==> config.mk <==
export PLATFORM = sky130hd
export DESIGN_NAME = pba_isqrt
export DESIGN_NICKNAME = d
export VERILOG_FILES = /design/src/hw/rtl/pba_isqrt.sv
export SDC_FILE = /design/constraint.sdc
export NUM_CORES = 2
export LEC_CHECK = 0
export BUFFER_PORTS_ARGS = -buffer_cell sky130_fd_sc_hd__buf_4
export CAP_MARGIN = 10
export CORE_UTILIZATION = 56
export DETAILED_ROUTE_END_ITERATION = 10
export PLACE_DENSITY = 0.72
export SLEW_MARGIN = 20
export SYNTH_ARGS = -nofsm -noshare
export SYNTH_HDL_FRONTEND = slang
export SYNTH_SLANG_ARGS = --single-unit
==> constraint.sdc <==
create_clock -name clk_i -period 3.39 [get_ports clk_i]
set_clock_uncertainty 0.1 [all_clocks]
set_input_delay 0.339 -clock clk_i [delete_from_list [all_inputs] [get_ports clk_i]]
set_output_delay 0.339 -clock clk_i [all_outputs]
set_load 0.01 [all_outputs]
==> src/hw/rtl/pba_isqrt.sv <==
// ----------------------------------------------------------------------------
// pba_isqrt: pipelined integer square root
// One result bit per register stage; floor root and remainder, with sideband.
// ----------------------------------------------------------------------------
module pba_isqrt #(
  parameter int unsigned RAD_W  = 48,
  parameter int unsigned SIDE_W = 1
) (
  input  logic                   clk_i,
  input  logic                   rst_ni,
  input  logic                   valid_i,
  input  logic [RAD_W-1:0]       rad_i,
  input  logic [SIDE_W-1:0]      side_i,
  output logic                   valid_o,
  output logic [RAD_W/2-1:0]     root_o,
  output logic [RAD_W/2+1:0]     rem_o,
  output logic [SIDE_W-1:0]      side_o
);

  localparam int unsigned ResW = RAD_W / 2;
  localparam int unsigned RemW = ResW + 3;

  logic              vld_q  [ResW];
  logic [RAD_W-1:0]  rad_q  [ResW];
  logic [RemW-1:0]   rem_q  [ResW];
  logic [ResW-1:0]   root_q [ResW];
  logic [SIDE_W-1:0] side_q [ResW];

  for (genvar s = 0; s < ResW; s++) begin : g_stage
    logic              vld_in;
    logic [RAD_W-1:0]  rad_in;
    logic [RemW-1:0]   rem_in;
    logic [ResW-1:0]   root_in;
    logic [SIDE_W-1:0] side_in;
    logic [RemW-1:0]   rem_cur;
    logic [RemW-1:0]   trial;

    if (s == 0) begin : g_first
      assign vld_in  = valid_i;
      assign rad_in  = rad_i;
      assign rem_in  = '0;
      assign root_in = '0;
      assign side_in = side_i;
    end else begin : g_next
      assign vld_in  = vld_q[s-1];
      assign rad_in  = rad_q[s-1];
      assign rem_in  = rem_q[s-1];
      assign root_in = root_q[s-1];
      assign side_in = side_q[s-1];
    end

    // bring down the next two radicand bits
    assign rem_cur = {rem_in[RemW-3:0], rad_in[RAD_W-1 -: 2]};
    assign trial   = {1'b0, root_in, 2'b01};

    always_ff @(posedge clk_i or negedge rst_ni) begin
      if (!rst_ni) begin
        vld_q[s] <= 1'b0;
      end else begin
        vld_q[s] <= vld_in;
      end
    end

    always_ff @(posedge clk_i) begin
      rad_q[s]  <= rad_in << 2;
      side_q[s] <= side_in;
      if (rem_cur >= trial) begin
        rem_q[s]  <= rem_cur - trial;
        root_q[s] <= {root_in[ResW-2:0], 1'b1};
      end else begin
        rem_q[s]  <= rem_cur;
        root_q[s] <= {root_in[ResW-2:0], 1'b0};
      end
    end
  end

  assign valid_o = vld_q[ResW-1];
  assign root_o  = root_q[ResW-1];
  assign rem_o   = rem_q[ResW-1][ResW+1:0];
  assign side_o  = side_q[ResW-1];

endmodule

==> results.toml <==
[run_status]
status = "finished, final reports clean"

[logic_synthesis]
seq_area_frac_synth_pct = 55.56
synth-simple-area-share_pct = 12.23
syn_nets = 5547
syn_area_per_cell_um2 = 10.28
yosys.area_share.xor_xnor_pct = 7.405
synth_top_family_by_area = "compound AO/OA/AOI/OAI gates"
ys_warn_count = 0
syn_inst = 5168
netlist_area_um2 = 53110
synth_mux_area_share_pct = 0.9636
ys_seq_elements = 1468
async_flop_share_pct = 1.635
synth_compound_area_share_pct = 12.53
yosys.area_share.adder_pct = 7.704
synth_edf_count = 0
synthFlopType = "dfxtp_1"
yosys.cell_types.count = 83

[timing]
fin_ws_ns = 0.2052
worst-slew-pin-transition_ns = 0.8032
setup_tns_ns = 0
rsz0062_at_grt = "false"
timing.final.crit_share_pct = 93.95
setup_viol = 0
hold_viol = 0
drv_slew = 0
fmax_ghz = 0.3140
relSlewSlack_pct = 45.96
period_needed_ns = 3.185

[setup_path]
crit_path_max_incr_delay_ns = 0.67
critPathKind = "register to register"
crit_arrival_ns = 3.77
crit_chain = "inv_1 -> ha_1 -> o211ai_1 -> a211oi_2 -> nor4_1 -> buf_4 -> o31a_1 -> o211a_1 -> or4b_2 -> nand3_1"
crit_start = "root_q[5][1]"
cp-start-kind = "register"
endpoint_kind = "register"
required_ns = 3.97
critPathMaxFanout = 11
r2r-start = "root_q[5][1]"
crit_slowest_cell = "or4b_2"

[floorplan]
ioPinCount = 104
die_h_um = 310.0
die_area_um2 = 96070
fp-row-count = 112
coreArea_um2 = 93610
fp.dieW_um = 310.0
initial_utilization_pct = 56.73

[placed_design]
port_buffers = 103
placement.cell_area_um2 = 55700
post-place-ws_ns = 0.1372
gp_congestion = 0.9009
hpwlAfterDp_um = 74840

[power_and_ir_drop]
power_density_nw_per_um2 = 775.2
leakage_uw = 0.02875
ir_worst_vdd_uv = 576.5
p_total_uw = 47720

[clocking]
clock_latency_ns = 0.75
cts.sinks = 1468
root_buffer = "clkbuf_16"
h-tree-depth = 4
clockBufferDepth = 3
path_clk_slew_ns = 0.06
cts-buffers-inserted = 147
cts_tree = "built"

[worst_hold_path]
hold_class = "input port to async pin"

[routing]
drc = 0
first_iter_violations = 2333
wl_per_cell_um = 15.01
vias_per_cell = 5.284
vias = 36020
drtAntennaViolNets = 0
drt_pass1_iterations = 6
wl_um = 102300

[run]
drv_cap = 0

[cells_and_area]
fin_area_um2 = 61550
layout.nets = 5823
layout_commonest_cell = "dfxtp_1"
area_delta_synth_final_pct = 15.90
drive_above_1_share_pct = 9.455
finalCoreUtilization_pct = 65.75
layout_common_cells = "1444 x dfxtp_1, 414 x inv_1, 328 x nand2_1"
n_antenna_cell = 0

[global_routing]
first_global_vias = 34970
antenna_found_initial = 0
overflow = 0
grt_pass1_wl_um = 169200
grt_use_total_pct = 21.50
grt_max_degree = 41
[worst paths after layout]
path	end	slack, ns	depth (start not counted)
setup / recovery	rem_q[5][49]	0.21	10
hold / removal	g_stage[3].vld_in	0.09	3
setup reg to reg	rem_q[5][49]	0.21	10
hold reg to reg	rad_q[0][104]	0.22	0
max in group asynchronous	g_stage[12].vld_in	2.75	3
min in group clk_i	side_q[0][0]	0.13	2
[cell usage after synthesis, types with 65 or more instances]
cell type	count	area (um^2)
a21oi_1	303	1516
dfxtp_1	1444	28910
nand2_1	328	1231
nor2_1	299	1122
ha_1	327	4091
inv_1	414	1554
xor2_1	234	2049
nor3_1	132	660.6
a21o_1	106	795.8
o21a_1	72	540.5
nand3_1	76	380.4
or3_1	65	406.6
xnor2_1	215	1883
nor4_1	70	437.9
o21ai_0	295	1476
clkbuf_1	87	326.6
[per-stage QoR]
stage          hold WS, ns  cells
3_3_place_gp        0.1396   6496
5_1_grt            0.09155   6817
4_1_cts            0.07652   6817
2_1_floorplan     -0.05659   5168
3_5_place_dp        0.1450   6496
6_report           0.09181   6817
[where the power goes]
| group | leakage, uW | internal (uW) | switching (uW) | total, uW |
|---|---|---|---|---|
| combinational | 0.0138 | 3920 | 4580 | 8500 |
| clock | 0.00255 | 10100 | 6860 | 17000 |
| sequential | 0.0124 | 20200 | 2030 | 22200 |
| total | 0.0287 | 34200 | 13500 | 47700 |
[cells by family after synthesis]
logic type | after synthesis
xor+xnor | 449
simple gates | 1302
other cells | 1
flops | 1468
compound gates | 1068
buf+inv | 507
mux | 46
fa+ha+maj | 327
[metal layers]
| layer | GRT usage [%] | wire length [um] | up-vias |
|---|---|---|---|
| met4 | 6.759 | 2191 | 0 |
| li1 | - | - | 18320 |
| met5 | 0 | 0 | - |
| met2 | 35.58 | 47660 | 773 |
| met3 | 3.562 | 4723 | 173 |
| met1 | 28.67 | 47730 | 16760 |
[worst max-delay path, delay by kind of cell (launching register included)]
| family | cells | cell delay (ns) |
|---|---|---|
| buffers and inverters | 2 | 0.21 |
| AOI/OAI and AO/OA | 4 | 1.22 |
| DFF | 1 | 0.35 |
| and+or+nand+nor | 3 | 0.85 |
| adders and majority gates | 1 | 0.37 |
[state kept, by name, summed over array words and instances (netlist names)]
register,cells
g_stage.vld_in,23
rad_q,552
rem_q,568
root_q,300
side_q,24
valid_o,1
[cell type report]
type                    count  area [um^2]
clock buffers             186         4066
clock inverters            82         1216
fillers                  7418        32060
inverters                 415         1558
multi-input cells        3193        21790
flip-flops and latches   1468        29510
well taps                1254         1569
repair buffers            219         1847
[repair_timing]
action / in CTS / in global routing
endpoints found under the hold margin: 75 / 0
setup buffers: 0 / 0
hold buffers: 53 / 0
resized for setup: 0 / 8
setup endpoints to repair: 0 / 17
Note: power is estimated with default switching activity, not from simulation.
